<file path="src/design/cwmw_pkg.sv">
`default_nettype none
package cwmw_pkg;

   localparam int COORD_BITS    = 12;
   localparam int SINE_ENTRIES  = 1024;
   localparam int HP_BITS       = 20;
   localparam int OUT_BITS      = 14;
   localparam int FRAC_BITS     = 16;

   localparam int L2_BITS       = 2 * COORD_BITS + 1;
   localparam int RAD_BITS      = 2 * COORD_BITS + 18;
   localparam int ROOT_BITS     = RAD_BITS / 2;
   localparam int DIVD_BITS     = ROOT_BITS + FRAC_BITS;
   localparam int PHASE_BITS    = FRAC_BITS + 1;
   localparam int SINE_IDX_BITS = $clog2(SINE_ENTRIES) + 1;
   localparam int SINE_SHIFT    = FRAC_BITS - $clog2(SINE_ENTRIES);
   localparam int SINE_BITS     = FRAC_BITS + 1;
   localparam int DIFF_BITS     = FRAC_BITS + 2;
   localparam int PROD_BITS     = DIFF_BITS + HP_BITS + 1;
   localparam int DEN_BITS      = ROOT_BITS + FRAC_BITS;
   localparam int NUM_BITS      = ((DEN_BITS > PROD_BITS) ? DEN_BITS : PROD_BITS) + 1;
   localparam int MAG_BITS      = NUM_BITS - 1;
   localparam int SPLIT_BITS    = MAG_BITS / 2;
   localparam int HI_BITS       = MAG_BITS - SPLIT_BITS;
   localparam int P_BITS        = COORD_BITS + MAG_BITS;
   localparam int Q_BITS        = OUT_BITS + 1;
   localparam int DIV_BITS      = (P_BITS > DEN_BITS + Q_BITS) ? P_BITS : DEN_BITS + Q_BITS;
   localparam int SUM_BITS      = Q_BITS + 2;

   localparam int CSR_ADDR_BITS = 4;
   localparam int CSR_DATA_BITS = 32;

   localparam logic [HP_BITS-1:0]   HP_RESET = HP_BITS'(8192);
   localparam logic [SINE_BITS-1:0] ONE_Q16  = SINE_BITS'(1) << FRAC_BITS;
   localparam logic [DEN_BITS-1:0]  DEN_MIN  = DEN_BITS'(1) << (FRAC_BITS + 8);
   localparam logic [OUT_BITS-1:0]  OUT_MAX  = {1'b0, {(OUT_BITS-1){1'b1}}};
   localparam logic [OUT_BITS-1:0]  OUT_MIN  = {1'b1, {(OUT_BITS-1){1'b0}}};

   localparam longint unsigned HALF_PI_Q30 = 64'd1686629713;
   localparam longint unsigned ONE_Q30     = 64'd1 << 30;

   typedef enum logic [1:0] {
      PLACE_INTERIOR = 2'd0,
      PLACE_LR_EDGE  = 2'd1,
      PLACE_TB_EDGE  = 2'd2,
      PLACE_CORNER   = 2'd3
   } place_type;

   typedef enum logic [1:0] {
      CSR_SOURCE_X     = 2'd0,
      CSR_SOURCE_Y     = 2'd1,
      CSR_HALF_PERIOD  = 2'd2,
      CSR_BORDER_SHIFT = 2'd3
   } csr_index_type;

   typedef struct packed {
      logic                  valid;
      logic [COORD_BITS-1:0] nx;
      logic [COORD_BITS-1:0] ny;
      place_type             place;
   } ctl_type;

   typedef logic [SINE_BITS-1:0] sine_rom_type [SINE_ENTRIES+1];

   // quarter-wave table, Q16, Taylor series in Q30
   function automatic sine_rom_type build_sine_rom();
      sine_rom_type    rom;
      longint unsigned x;
      longint unsigned x2;
      longint unsigned t;
      longint unsigned s;
      for (int k = 0; k <= SINE_ENTRIES; k++) begin
         x  = (HALF_PI_Q30 * longint'(k)) / SINE_ENTRIES;
         x2 = (x * x) >> 30;
         t  = ONE_Q30 - x2 / 110;
         t  = ONE_Q30 - ((x2 * t) >> 30) / 72;
         t  = ONE_Q30 - ((x2 * t) >> 30) / 42;
         t  = ONE_Q30 - ((x2 * t) >> 30) / 20;
         t  = ONE_Q30 - ((x2 * t) >> 30) / 6;
         s  = (x * t) >> 30;
         s  = (s + 64'd8192) >> 14;
         if (s > 64'd65536) begin
            s = 64'd65536;
         end
         rom[k] = SINE_BITS'(s);
      end
      return rom;
   endfunction

endpackage
`default_nettype wire

</file>
<file path="src/design/cwmw_sqrt.sv">
`default_nettype none
module cwmw_sqrt
   import cwmw_pkg::*;
(
   input  logic                  clock,
   input  logic                  reset,
   input  logic                  en,
   input  ctl_type               ctl_in,
   input  logic [COORD_BITS-1:0] src_x,
   input  logic [COORD_BITS-1:0] src_y,
   output ctl_type               ctl_out,
   output logic [ROOT_BITS-1:0]  root
);

   ctl_type                    ctl_ff [ROOT_BITS+1];
   logic [RAD_BITS-1:0]        v_ff   [ROOT_BITS+1];
   logic [RAD_BITS-1:0]        res_ff [ROOT_BITS+1];
   logic signed [COORD_BITS:0] dx;
   logic signed [COORD_BITS:0] dy;
   logic [L2_BITS-1:0]         l2;

   assign dx = signed'({1'b0, ctl_in.nx}) - signed'({1'b0, src_x});
   assign dy = signed'({1'b0, ctl_in.ny}) - signed'({1'b0, src_y});
   assign l2 = L2_BITS'(unsigned'((2*COORD_BITS)'(dx * dx)))
             + L2_BITS'(unsigned'((2*COORD_BITS)'(dy * dy)));

   always_ff @(posedge clock) begin
      if (reset) begin
         ctl_ff[0].valid <= 1'b0;
      end else if (en) begin
         ctl_ff[0] <= ctl_in;
         v_ff[0]   <= RAD_BITS'({l2, {FRAC_BITS{1'b0}}});
         res_ff[0] <= '0;
      end
   end

   // one root bit per stage
   for (genvar i = 0; i < ROOT_BITS; i++) begin : g_step
      localparam logic [RAD_BITS-1:0] STEP = RAD_BITS'(1) << (2 * (ROOT_BITS - 1 - i));
      logic [RAD_BITS:0] trial;

      assign trial = {1'b0, res_ff[i]} + {1'b0, STEP};

      always_ff @(posedge clock) begin
         if (reset) begin
            ctl_ff[i+1].valid <= 1'b0;
         end else if (en) begin
            ctl_ff[i+1] <= ctl_ff[i];
            if ({1'b0, v_ff[i]} >= trial) begin
               v_ff[i+1]   <= v_ff[i] - trial[RAD_BITS-1:0];
               res_ff[i+1] <= (res_ff[i] >> 1) + STEP;
            end else begin
               v_ff[i+1]   <= v_ff[i];
               res_ff[i+1] <= res_ff[i] >> 1;
            end
         end
      end
   end

   assign ctl_out = ctl_ff[ROOT_BITS];
   assign root    = res_ff[ROOT_BITS][ROOT_BITS-1:0];

endmodule
`default_nettype wire

</file>
<file path="config.mk">
export PLATFORM = sky130hd
export DESIGN_NAME = cwmw_sqrt
export DESIGN_NICKNAME = d
export VERILOG_FILES = /design/src/design/cwmw_pkg.sv /design/src/design/cwmw_sqrt.sv
export SDC_FILE = /design/constraint.sdc
export NUM_CORES = 2
export LEC_CHECK = 0
export CAP_MARGIN = 20
export CORE_MARGIN = 5
export CORE_UTILIZATION = 64
export DETAILED_ROUTE_END_ITERATION = 12
export DONT_BUFFER_PORTS = 1
export GPL_ROUTABILITY_DRIVEN = 0
export GPL_TIMING_DRIVEN = 0
export PLACE_DENSITY = 0.8
export REMOVE_ABC_BUFFERS = 1
export SETUP_SLACK_MARGIN = 0.1
export SYNTH_ARGS = -nofsm -noshare
export SYNTH_HDL_FRONTEND = slang
export SYNTH_SLANG_ARGS = --single-unit
</file>
<file path="constraint.sdc">
create_clock -name clock -period 61.4 [get_ports clock]
set_clock_uncertainty 0.15 [all_clocks]
set_input_delay 3.07 -clock clock [delete_from_list [all_inputs] [get_ports clock]]
set_output_delay 3.07 -clock clock [all_outputs]
set_load 0.02 [all_outputs]
</file>
# After elaboration in Yosys (flattened, before gate mapping)
# Memory sizes are Yosys's and may differ from the RTL's.
# Index checks and enable logic that the tools add are counted.
# W data, S select, Z words.
op_classes:
  n_mul: 2
  order_cmp: 21
  bitwise_logic: 64
  n_addsub: 66
  mux: 237
ops:
  columns: ["op", "count"]
  rows:
  - ["$mux W42", 42]
  - ["$ge A42 B43 Y1", 21]
  - ["$sub A42 B42 Y42", 21]
  - ["$mux W1", 195]
  - ["$or A1 B1 Y1", 64]
  - ["$mul A13 B13 Y24", 2]
  - ["$add A42 B1 Y43 const B", 1]
  - ["$add A42 B11 Y43 const B", 1]
  - ["$add A42 B13 Y43 const B", 1]
  - ["$add A42 B15 Y43 const B", 1]
  - ["$add A42 B17 Y43 const B", 1]
  - ["$add A42 B19 Y43 const B", 1]
  - ["$add A42 B21 Y43 const B", 1]
  - ["$add A42 B23 Y43 const B", 1]
  - ["$add A42 B25 Y43 const B", 1]
  - ["$add A42 B27 Y43 const B", 1]
  - ["$add A42 B29 Y43 const B", 1]
  - ["$add A42 B3 Y43 const B", 1]
  - ["$add A42 B31 Y43 const B", 1]
  - ["$add A42 B33 Y43 const B", 1]
  - ["$add A42 B35 Y43 const B", 1]
  - ["$add A42 B37 Y43 const B", 1]
  - ["$add A42 B39 Y43 const B", 1]
  - ["$add A42 B41 Y43 const B", 1]
  - ["26 further kinds", 27]
word_totals:
  regBits: 0
  mem_bits_rw: 2442
  mem_count: 3
  input_bits: 54
memory_table:
  columns: ["name", "words", "word_bits", "read_ports", "rd_ports_with_merged_regs", "write_ports", "line_no", "source"]
  rows:
  - ["res_ff", 22, 42, 22, 0, 22, "cwmw_sqrt.sv:17", "logic [RAD_BITS-1:0] res_ff [ROOT_BITS+1];"]
  - ["v_ff", 22, 42, 21, 0, 22, "cwmw_sqrt.sv:16", "logic [RAD_BITS-1:0] v_ff [ROOT_BITS+1];"]
  - ["ctl_ff", 22, 27, 22, 0, 22, "cwmw_sqrt.sv:15", "ctl_type ctl_ff [ROOT_BITS+1];"]

# Longest topological paths before layout
# An unclocked memory read counts as a cell.
depth:
  ltp_word: 8
  depth_mapped: 39

# Least setup slack after synthesis
# Ideal clock, no wire load.
synth_timing:
  path_type: "input -> register"
  startpoint: "in en"
  endpoint: "mem ctl_ff[0][107] in the netlist's numbering (data pin)"
  setup_time_ps: 351
  t_arrival_ps: 43648
  required_ps: 60899
  setup_slack_ps: 17251
  stages: 5
  cell_sequence: "or2b_2 inv_1 clkbuf_1 clkbuf_1 and2_1"
synth_lines:
  columns: ["item", "line_no", "source"]
  rows:
  - ["start: declaration", "cwmw_sqrt.sv:7", "input logic en,"]
  - ["end: declaration", "cwmw_sqrt.sv:15", null]

==> metrics.md <==
| Metric | Value |
|---|---|
| Initial antenna violation count | `1` |
| FF/Latch Area | `approximately 43000 um2` |
| Synth cell types | `90` |
| Critical Path Max Stage Delay | `roughly 0.77 ns` |
| Post-Syn Instances | `5449` |
| CTS Buf Count | `around 140` |
| XOR/XNOR share of the synthesized area | `0.0510` |
| CP endpoint | `v_ff[0][37]` |
| FF-to-FF End | `v_ff[4][160]` |
| Die Wd | `~350 um` |
| Avg Cell Area, Syn | `around 13 um2` |
| CTS hold repair buffers | `0` |
| DR WL/cell | `16.9 um` |
| CTS max path bufs | `3` |
| I/O pin count | `around 100` |
| Total vias in the final route | `around 40000` |
| Sequential area share after synthesis | `0.592` |
| Final Max Tran Viols | `0` |
| Core ar. | `roughly 110000 um2` |
| Worst path arrival time | `between 10 and 15 ns` |
| Ys flop type | `edfxtp_1` |
| Ys async rst share | `0` |
| Yosys warnings | `0` |
| Simple-Gate Fraction of Synth Area | `0.0926` |
| Number of synthesized register bits | `approximately 1400` |
| Maxcap violations | `0` |
| WP depth | `34` |
| Family with the most delay on the worst path | `adder cells` |
| Die H | `approximately 350 um` |
| Die area | `between 100000 and 150000 um2` |
| Fin crit share | `0.200` |
| Detailed Place HPWL | `roughly 86000 um` |
| Required time of the critical path | `approximately 62 ns` |
| Tot GR Track Use | `0.202` |
| Via/cell ratio | `5.67` |
| Worst hold path class | `flip-flop to flip-flop` |
| Reg-to-Reg Start | `v_ff[4][108]` |
| Slew margin rel. | `0.231` |
| Status | `complete, no violations` |
| Multi-input logic area | `~26000 um2` |
| Critical Path Slowest Stage Cell | `clkinv_1` |
| # DRC | `0` |
| Clock Sinks | `approximately 1400` |
| Number of flops mapped to enable cells by yosys | `1418` |
| Starting Density | `0.642` |
| First-pass GRT wire length | `roughly 200000 um` |
| H-tree depth | `4` |
| Nets | `approximately 6300` |
| Root Buffer | `clkbuf_16` |
| Crit-path max FO | `17` |
| Number of global-route vias before repair | `between 40000 and 50000` |
| Cell Area, Synth | `approximately 72000 um2` |
| Number of port buffers | `0` |
| Critical path type | `input port to flip-flop` |
| Antenna Nets Post-Route | `0` |
| # diodes | `0` |
| Share of cells above drive strength 1 | `0.0591` |
| Total wire length | `roughly 120000 um` |
| TritonCTS clock tree | `yes` |
| Adder-cell share of the synthesized area | `0.146` |
| Worst Setup SP | `ctl_in[2]` |
| Min cycle time layout | `between 10 and 15 ns` |
| Final Hold Viols | `0` |
| CP bufs+invs | `4` |
| Endpoints failing setup | `0` |
| Clock latency on the worst-skew pair | `roughly 0.74 ns` |
| Area added between synthesis and finish | `8.88%` |
| CP Capture Type | `flip-flop` |
| Slew @ Worst Pin | `between 1 and 1.5 ns` |
| Row cnt | `roughly 120` |
| Clk pin slew, worst setup/hold paths | `~0.06 ns` |
| FF-to-FF path depth | `9` |
| RSZ-0062 raised after global routing | `false` |
| Max Clock Freq | `0.0813 GHz` |
| Largest net degree at the start of global routing | `160` |
| Largest family of logic cells by synthesized area | `adder cells` |
| Fillers | `~7300` |
| Drt first pass iters | `6` |
| Post-synthesis mux area share | `0.00768` |
| Cell mode on critical path | `fa_1` |
| Setup TNS after final layout | `0 ns` |
| Post-synthesis compound-gate area fraction | `0.0675` |
| CP Launch Type | `input port` |
| Post-CTS resize count | `0` |
| R2r setup slk | `~57 ns` |
| Grt total ovfl | `0` |
| Initial DRC count | `~2200` |
| Post-CTS Setup Bufs | `0` |
routing by layer:
metal,share of wire,track usage
met4,0.045,0.0975
met2,0.56,0.393
met3,0.035,0.0316
met5,0,0
met1,0.36,0.210
placed cells by master (no fill, tap or decap), drive strengths merged, types with 9 or more instances in the layout:
master and instances:
a2111oi 9, a211oi 21, a21boi 14, a21o 67
a21oi 183, a31o 12, a31oi 14, and2 36
and3 26, buf 23, clkbuf 170, clkinv 79
edfxtp 1418, fa 270, ha 409, inv 695
mux2 42, nand2 332, nand2b 71, nand3 82
nand4 26, nand4b 17, nor2 310, nor2b 50
nor3 130, nor3b 10, nor4 70, nor4b 20
o211ai 14, o21a 67, o21ai 234, o21bai 27
o31ai 19, or2 32, or3 56, or4 34
xnor2 249, xor2 170
how the worst min path moves through the flow:
stage,start,end,cells past startpoint
3_5_place_dp,ctl_ff[0][76],ctl_ff[0][103],0
2_1_floorplan,ctl_ff[0][73],ctl_ff[0][100],0
5_1_grt,ctl_ff[4][30],ctl_ff[4][57],0
6_report,ctl_ff[1][41],ctl_ff[1][68],0
3_3_place_gp,ctl_ff[1][46],ctl_ff[1][73],0
4_1_cts,ctl_ff[1][41],ctl_ff[1][68],0
cell usage after synthesis, drive strengths merged, types with 32 or more instances:
cell	instances	area, um2
edfxtp	1418	42600
inv	691	2590
ha	409	5120
nand2	332	1250
nor2	310	1170
fa	270	5410
xnor2	249	2180
o21ai	234	1170
a21oi	183	916
xor2	170	1490
nor3	130	651
nand3	82	410
nand2b	71	452
nor4	70	438
a21o	67	504
o21a	67	503
or3	56	355
nor2b	50	313
buf	47	313
clkbuf	47	186
mux2	42	473
and2	36	225
or4	34	267
or2	32	200
area by class of cell:
class,instances,area share
flip-flops and latches,1418,0.543
multi-input cells,3239,0.335
clock buffers,170,0.0472
inverters,699,0.0336
well taps,1500,0.0240
clock inverters,85,0.0112
repair buffers,24,0.00516
per-stage QoR:
step                setup WS [ns]  hold WS (ns)  instance area, um2   util  instances
floorplan                   24.28         0.250               71500      -       5356
global placement            11.32         0.250               73400  0.655       6856
detailed placement          48.33         0.255               73700  0.658       6875
CTS                         49.12         0.241               78300  0.699       7130
global route                48.63         0.251               78400  0.699       7135
finish                      49.09         0.249               78400  0.699       7135
flip-flops by register name, indices dropped and copies added, names as in the netlist:
register / flops
ctl_ff: 594
v_ff: 594
res_ff: 230
cell families after synthesis:
group,after synthesis
adder cells (fa/ha/maj),679
flip-flops,1418
AND/OR/NAND/NOR,1326
buffers and inverters,793
multiplexers,50
XOR/XNOR,419
AO/OA/AOI/OAI,763
other,1
Power is not shown: default switching activity piles up to over one toggle a cycle in this logic, so the estimate is an artifact.
