[config.mk]
export PLATFORM = sky130hd
export DESIGN_NAME = cwmw_phase
export DESIGN_NICKNAME = d
export VERILOG_FILES = /design/src/design/cwmw_pkg.sv /design/src/design/cwmw_phase.sv
export SDC_FILE = /design/constraint.sdc
export NUM_CORES = 2
export LEC_CHECK = 0
export BUFFER_PORTS_ARGS = -buffer_cell sky130_fd_sc_hd__buf_2
export CAP_MARGIN = 20
export CORE_ASPECT_RATIO = 0.5
export CORE_MARGIN = 2
export CORE_UTILIZATION = 45
export CTS_CLUSTER_DIAMETER = 120
export DETAILED_ROUTE_END_ITERATION = 6
export HOLD_SLACK_MARGIN = 0.1
export PLACE_DENSITY = 0.68
export SLEW_MARGIN = 20
export SYNTH_ARGS = -nofsm -noshare
export SYNTH_HDL_FRONTEND = slang
export SYNTH_SLANG_ARGS = --single-unit
export TNS_END_PERCENT = 50
[constraint.sdc]
create_clock -name clock -period 166.1 [get_ports clock]
set_input_delay 24.915 -clock clock [delete_from_list [all_inputs] [get_ports clock]]
set_output_delay 24.915 -clock clock [all_outputs]
set_load 0.02 [all_outputs]
[src/design/cwmw_pkg.sv]
`default_nettype none
package cwmw_pkg;

   localparam int COORD_BITS    = 12;
   localparam int SINE_ENTRIES  = 1024;
   localparam int HP_BITS       = 20;
   localparam int OUT_BITS      = 14;
   localparam int FRAC_BITS     = 16;

   localparam int L2_BITS       = 2 * COORD_BITS + 1;
   localparam int RAD_BITS      = 2 * COORD_BITS + 18;
   localparam int ROOT_BITS     = RAD_BITS / 2;
   localparam int DIVD_BITS     = ROOT_BITS + FRAC_BITS;
   localparam int PHASE_BITS    = FRAC_BITS + 1;
   localparam int SINE_IDX_BITS = $clog2(SINE_ENTRIES) + 1;
   localparam int SINE_SHIFT    = FRAC_BITS - $clog2(SINE_ENTRIES);
   localparam int SINE_BITS     = FRAC_BITS + 1;
   localparam int DIFF_BITS     = FRAC_BITS + 2;
   localparam int PROD_BITS     = DIFF_BITS + HP_BITS + 1;
   localparam int DEN_BITS      = ROOT_BITS + FRAC_BITS;
   localparam int NUM_BITS      = ((DEN_BITS > PROD_BITS) ? DEN_BITS : PROD_BITS) + 1;
   localparam int MAG_BITS      = NUM_BITS - 1;
   localparam int SPLIT_BITS    = MAG_BITS / 2;
   localparam int HI_BITS       = MAG_BITS - SPLIT_BITS;
   localparam int P_BITS        = COORD_BITS + MAG_BITS;
   localparam int Q_BITS        = OUT_BITS + 1;
   localparam int DIV_BITS      = (P_BITS > DEN_BITS + Q_BITS) ? P_BITS : DEN_BITS + Q_BITS;
   localparam int SUM_BITS      = Q_BITS + 2;

   localparam int CSR_ADDR_BITS = 4;
   localparam int CSR_DATA_BITS = 32;

   localparam logic [HP_BITS-1:0]   HP_RESET = HP_BITS'(8192);
   localparam logic [SINE_BITS-1:0] ONE_Q16  = SINE_BITS'(1) << FRAC_BITS;
   localparam logic [DEN_BITS-1:0]  DEN_MIN  = DEN_BITS'(1) << (FRAC_BITS + 8);
   localparam logic [OUT_BITS-1:0]  OUT_MAX  = {1'b0, {(OUT_BITS-1){1'b1}}};
   localparam logic [OUT_BITS-1:0]  OUT_MIN  = {1'b1, {(OUT_BITS-1){1'b0}}};

   localparam longint unsigned HALF_PI_Q30 = 64'd1686629713;
   localparam longint unsigned ONE_Q30     = 64'd1 << 30;

   typedef enum logic [1:0] {
      PLACE_INTERIOR = 2'd0,
      PLACE_LR_EDGE  = 2'd1,
      PLACE_TB_EDGE  = 2'd2,
      PLACE_CORNER   = 2'd3
   } place_type;

   typedef enum logic [1:0] {
      CSR_SOURCE_X     = 2'd0,
      CSR_SOURCE_Y     = 2'd1,
      CSR_HALF_PERIOD  = 2'd2,
      CSR_BORDER_SHIFT = 2'd3
   } csr_index_type;

   typedef struct packed {
      logic                  valid;
      logic [COORD_BITS-1:0] nx;
      logic [COORD_BITS-1:0] ny;
      place_type             place;
   } ctl_type;

   typedef logic [SINE_BITS-1:0] sine_rom_type [SINE_ENTRIES+1];

   // quarter-wave table, Q16, Taylor series in Q30
   function automatic sine_rom_type build_sine_rom();
      sine_rom_type    rom;
      longint unsigned x;
      longint unsigned x2;
      longint unsigned t;
      longint unsigned s;
      for (int k = 0; k <= SINE_ENTRIES; k++) begin
         x  = (HALF_PI_Q30 * longint'(k)) / SINE_ENTRIES;
         x2 = (x * x) >> 30;
         t  = ONE_Q30 - x2 / 110;
         t  = ONE_Q30 - ((x2 * t) >> 30) / 72;
         t  = ONE_Q30 - ((x2 * t) >> 30) / 42;
         t  = ONE_Q30 - ((x2 * t) >> 30) / 20;
         t  = ONE_Q30 - ((x2 * t) >> 30) / 6;
         s  = (x * t) >> 30;
         s  = (s + 64'd8192) >> 14;
         if (s > 64'd65536) begin
            s = 64'd65536;
         end
         rom[k] = SINE_BITS'(s);
      end
      return rom;
   endfunction

endpackage
`default_nettype wire

[src/design/cwmw_phase.sv]
`default_nettype none
module cwmw_phase
   import cwmw_pkg::*;
(
   input  logic                   clock,
   input  logic                   reset,
   input  logic                   en,
   input  ctl_type                ctl_in,
   input  logic [ROOT_BITS-1:0]   root_in,
   input  logic [HP_BITS-1:0]     hq,
   output ctl_type                ctl_out,
   output logic [ROOT_BITS-1:0]   root_out,
   output logic [PHASE_BITS-1:0]  phase
);

   ctl_type                 ctl_ff  [DIVD_BITS+1];
   logic [ROOT_BITS-1:0]    root_ff [DIVD_BITS+1];
   logic [HP_BITS-1:0]      rem_ff  [DIVD_BITS+1];
   logic [PHASE_BITS-1:0]   q_ff    [DIVD_BITS+1];

   assign ctl_ff[0]  = ctl_in;
   assign root_ff[0] = root_in;
   assign rem_ff[0]  = '0;
   assign q_ff[0]    = '0;

   // restoring divide of root*2^16 by hq, one quotient bit per stage;
   // only the low quotient bits are kept
   for (genvar i = 0; i < DIVD_BITS; i++) begin : g_step
      localparam int J = DIVD_BITS - 1 - i;
      logic             b;
      logic [HP_BITS:0] sh;
      logic             take;

      if (J >= FRAC_BITS) begin : g_root
         assign b = root_ff[i][J-FRAC_BITS];
      end else begin : g_zero
         assign b = 1'b0;
      end

      assign sh   = {rem_ff[i], b};
      assign take = sh >= {1'b0, hq};

      always_ff @(posedge clock) begin
         if (reset) begin
            ctl_ff[i+1].valid <= 1'b0;
         end else if (en) begin
            ctl_ff[i+1]  <= ctl_ff[i];
            root_ff[i+1] <= root_ff[i];
            rem_ff[i+1]  <= take ? HP_BITS'(sh - {1'b0, hq}) : sh[HP_BITS-1:0];
            q_ff[i+1]    <= {q_ff[i][PHASE_BITS-2:0], take};
         end
      end
   end

   assign ctl_out  = ctl_ff[DIVD_BITS];
   assign root_out = root_ff[DIVD_BITS];
   assign phase    = q_ff[DIVD_BITS];

endmodule
`default_nettype wire

# Yosys cells after proc, flatten, opt, wreduce, memory -nomap -nowiden
# Index checks and enable logic that the tools add are counted.
# W data, S select, Z words.
# op_classes
n_mux	36
multipliers	0
div_mod_pow	0
eq_ne	0
shift	0
addsub	36
n_lt_le_gt_ge	37
bitwise_logic	1
reduce_logical	1
# op_table
op	count
$ge A21 B20 Y1	36
$mux W20	35
$sub A20 B20 Y20	35
$ge A1 B20 Y1	1
$sub A1 B20 Y20	1
$reduce_and A2 Y1	1
$mux W1	1
$not A1 Y1	1
# totals
rom_bits	0
latch_bits	0
inputBits	71
reg_bits	2649
ram_bits	0
out_inout_bits	65
memories	0
wordCells	365

# Longest topological paths before layout
# depth
ltp_word	2
ltp_mapped	14
mapped_depth_nobuf	13

# Worst setup path before layout
# Ideal clock, no wire load.
# synth_timing
path_type	in2reg
startpoint	input en
endpoint	register ctl_ff[100] in the netlist's numbering, enable pin
path_buffers	2
cell_stages	3
arrival_ps	139747
setup_ps	5946
t_required_ps	160154
setup_slack_ps	20408
cell_sequence	clkbuf_1 > buf_1 > nor2b_1
# synth_between
elab_chain_len	1
# synth_lines
item	line_no	rtl
start, declared	cwmw_phase.sv:7	input logic en,
$reduce_and A2 Y1 (no line)	n/a	
end signal, assigned by index	cwmw_phase.sv:47	ctl_ff[i+1] <= ctl_ff[i];
end, declared	cwmw_phase.sv:16	ctl_type ctl_ff [DIVD_BITS+1];
# No other way between the ends.
# A chain may end at the register's enable or synchronous reset.

# Worst setup path in the final report
# layout_timing
startpoint	input en
endpoint	register root_ff[729] in the netlist's numbering, enable pin
# layout_between
elab_chain_len	1
# layout_lines
item	line_no	rtl
$reduce_and A2 Y1 (no line)	n/a	
end signal, assigned by index	cwmw_phase.sv:48	root_ff[i+1] <= root_ff[i];
end, declared	cwmw_phase.sv:17	logic [ROOT_BITS-1:0] root_ff [DIVD_BITS+1];
# No other way between the ends.

==> out/metrics.yaml <==
timing:
  final_min_period_over_clock_period_pct: 19.2
  finalClockSkew_ns: 0.0861
  hold_ws_ns: 0.355
  hold_violations: 0
  final.setup.tns_ns: 0
  worst_slack_ns: 134.26
  relSlewSlack_pct: 27.4
  finalWorstPathRequiredPeriod_ns: 31.84
  max_slew.worst_pin.slew_ns: 1.08
  report.final.slew_viol_count: 0
  grt_setup_unrepaired: "false"
  final-setup-viol-count: 0
  fmaxAchievable_mhz: 31.4
setup_path:
  worst_setup_path_end_kind: "register"
  timing.critical_path.slowest_cell_delay_ns: 0.89
  critPathRequiredTime_ns: 166.60
  r2r.worst_path.cells: 9
  cp_cell_sequence: "buf_2 > nor2b_4 > buf_4 > buf_4 > buf_4 > buf_4 > buf_4 > buf_4 > buf_4"
  critical-path-slowest-cell: "buf_4"
  critical_path.startpoint_type: "primary input"
  critPathCapture: "root_ff[729]$_DFFE_PP_"
  cp_common_cell: "buf_4"
  critPathArrivalTime_ns: 32.33
  worstSetupStartpoint: "en"
  rr_startpoint: "g_step[17].sh[5]$_DFFE_PP_"
  timing_worst_setup_path_type: "primary input to register"
  crit_fanout: 84
  r2r_slack_ns: 161.95
  worstReg2RegEnd: "g_step[18].sh[4]$_DFFE_PP_"
run:
  maxCapViolations: 0
global_route:
  globalRoute.totalOverflow: 0
  busiest_grt_layer: "met2"
  overall_global_routing_usage_pct: 16.1
  number_of_global_route_vias_before_repair: 64500
  grt.met2_usage_pct: 25.3
  wire_length_of_the_first_global_routing_pass_mm: 353
  grtUsageMet3_pct: 2.41
  grt_antenna_before_repair: 7
  grt_max_degree: 201
  grt_use_met1_pct: 23.4
power:
  combinationalPowerShare_pct: 17.6
  power.share.clock_pct: 33.4
  cell_internal_pwr_uw: 1230
  p_sw_uw: 425
  seqPwrFrac_pct: 49.0
  p_leak_uw: 0.0484
  powerDensity_mw_per_mm2: 12.3
  max-vdd-ir-drop_mv: 0.0100
  p_sw_share_pct: 25.7
detailed_routing:
  drt_iter0_drc: 5909
  postRouteAntennaNets: 0
  via_density: 5.41
  route.detailed.drc: 0
  num_vias: 68100
  route.final.wire_length_mm: 227
  per_cell_routed_wire_length_um: 18.0
  drt_pre_antenna_iters: 7
hold_path:
  worst_min_path_class: "register to register"
cts:
  htreeDepth: 4
  clock_tree_from_tritoncts: "yes"
  cts-buffers-inserted: 238
  post_cts_resize_count: 0
  cts.repair_timing.setup_buffer_count: 0
  cts.sinks: 2649
  post_cts_hold_buffer_count: 0
  clk_transition_reported_paths_ns: 0.07
  cts_root_buffer: "clkbuf_16"
  clk_path_buf_depth: 4
  clk_lat_worst_skew_ns: 0.90
yosys:
  synth_ff_type: "edfxtp_1"
  synth-edff-count: 2612
  synth_cell_type_count: 92
  post-synth-top-area-fraction_pct: 64.8
  netlist_area_mm2: 0.121
  synth_sequential_area_ratio_pct: 65.4
  yosysTopAreaCell: "edfxtp_1"
  synth.top_cells.by_area: "edfxtp_1 (65%), ha_1 (7.4%), mux2_2 (3.3%), a21oi_1 (2.7%), xnor2_1 (2.5%)"
  postSynth.asyncResetShare_pct: 0
  postSynthAreaPerCell_um2: 14.2
  yosys_register_bits: 2649
  postSynthNetCount: 9370
  synthesis.instances: 8543
  synth.yosys.warnings: 0
final_layout:
  instances_no_fill: 12600
  layout.filler_cells: 22400
  commonest_non_fill_non_tap_cell_in_the_layout: "edfxtp_1"
  final_util_pct: 50.1
  insertedDiodeCount: 0
  final_net_count: 9618
  share_of_cells_above_drive_strength_1_pct: 11.5
  commonest_non_fill_non_tap_cells_in_the_layout: "edfxtp_1 (2612), ha_1 (721), a21oi_1 (648), nor2_1 (576), nand2_1 (418)"
  syn_to_final_growth_pct: 10.5
die:
  core_area_mm2: 0.267
  floorplan.die_area_mm2: 0.274
  placement_rows: 134
  die_height_um: 371
  die_width_um: 738
  initial_utilization_pct: 45.3
  ioPinCount: 136
placed_design:
  detailedPlace.worstSlack_ns: 133.26
  detailedPlacementHpwl_mm: 144
  port-buffer-count: 135
  gpl.final_weighted_congestion: 0.866
  placed_cells_incl_taps: 12200
status:
  outcome: "complete, no violations"
power groups by stage:
stage               Combinational [µW]  Clock, µW  Sequential, µW
floorplan                          229          0             939
global placement                   281          0             823
detailed placement                 286          0             824
finish                             290        552             810
CTS                                289        568             810
global route                       324        593             813
stage by stage:
step / power (µW) / instance area (µm²)
after CTS: 1670 / 134000
after detailed placement: 1110 / 126000
after global routing: 1730 / 134000
final: 1650 / 134000
after floorplan: 1170 / 121000
after global placement: 1100 / 126000
routing by layer:
layer / vias up / part of all wire, %
met2: 1511 / 45
met3: 353 / 5.2
li1: 33200 / -
met5: - / 0.0035
met1: 33000 / 47
met4: 2 / 2.6
worst max-delay path: cells and delay by family:
family / cells / cell delay (ns)
buffers and inverters: 8 / 6.43
AND/OR/NAND/NOR: 1 / 0.60
how the worst min path moves through the flow:
| stage | start | end | slack [ns] | cells past startpoint |
|---|---|---|---|---|
| floorplan | ctl_ff[127]$_DFFE_PP_ | ctl_ff[100]$_DFFE_PP_ | 0.40 | 0 |
| global placement | root_ff[395]$_DFFE_PP_ | root_ff[374]$_DFFE_PP_ | 0.40 | 0 |
| detailed placement | ctl_ff[137]$_DFFE_PP_ | ctl_ff[110]$_DFFE_PP_ | 0.40 | 0 |
| CTS | root_ff[285]$_DFFE_PP_ | root_ff[264]$_DFFE_PP_ | 0.34 | 0 |
| global route | root_ff[326]$_DFFE_PP_ | root_ff[305]$_DFFE_PP_ | 0.36 | 0 |
| finish | root_ff[326]$_DFFE_PP_ | root_ff[305]$_DFFE_PP_ | 0.36 | 0 |
cells in the mapped netlist (all sizes together) (18+ instances only):
library cell and n:
o211ai 41, nand2b 61, fa 35, nor3 129, a2111oi 22, dfxtp 37
mux2 362, and3 63, o21a 109, nor2 576, xnor2 347, o21ai 380
and4 18, a21boi 47, a211o 37, o21bai 54, a31oi 71, buf 110
xor2 180, a211oi 39, nor2b 101, or2 22, mux2i 64, a21oi 649
ha 721, o31a 30, nand2 418, inv 258, and2 33, or3 41
nand3 130, nand4 65, a21o 267, edfxtp 2612, nor4 35, clkbuf 103
o31ai 46
state kept, by name (all words and copies together), names as in the netlist:
name and flops:
ctl_ff 972, ctl_out 27, g_step.b 20, g_step.sh 720, phase 17, q_ff 136, root_ff 736, root_out 21
kinds of logic (layout without fill, tap and decap cells):
| family | count (synthesis) | after routing | synth area share, % |
|---|---|---|---|
| adders and majority gates | 756 | 756 | 8.03 |
| DFF | 2649 | 2649 | 65.4 |
| buffers and inverters | 472 | 906 | 1.72 |
| AOI/OAI and AO/OA | 1953 | 1953 | 10.2 |
| xor gates and xnor gates | 527 | 527 | 3.81 |
| and+or+nand+nor | 1760 | 1760 | 6.92 |
| muxes | 426 | 426 | 3.90 |
final cells by class:
| cell class | count | area [µm²] | area share [%] |
|---|---|---|---|
| Timing Repair Buffer | 221 | 1410 | 1.05 |
| Tap cell | 3604 | 4510 | 3.37 |
| Clock buffer | 280 | 6180 | 4.62 |
| Sequential cell | 2649 | 79200 | 59.2 |
| Inverter | 259 | 973 | 0.728 |
| Multi-Input combinational cell | 5422 | 40000 | 29.9 |
| Clock inverter | 146 | 1540 | 1.15 |
No activity file was read; power rests on OpenSTA's default activity.
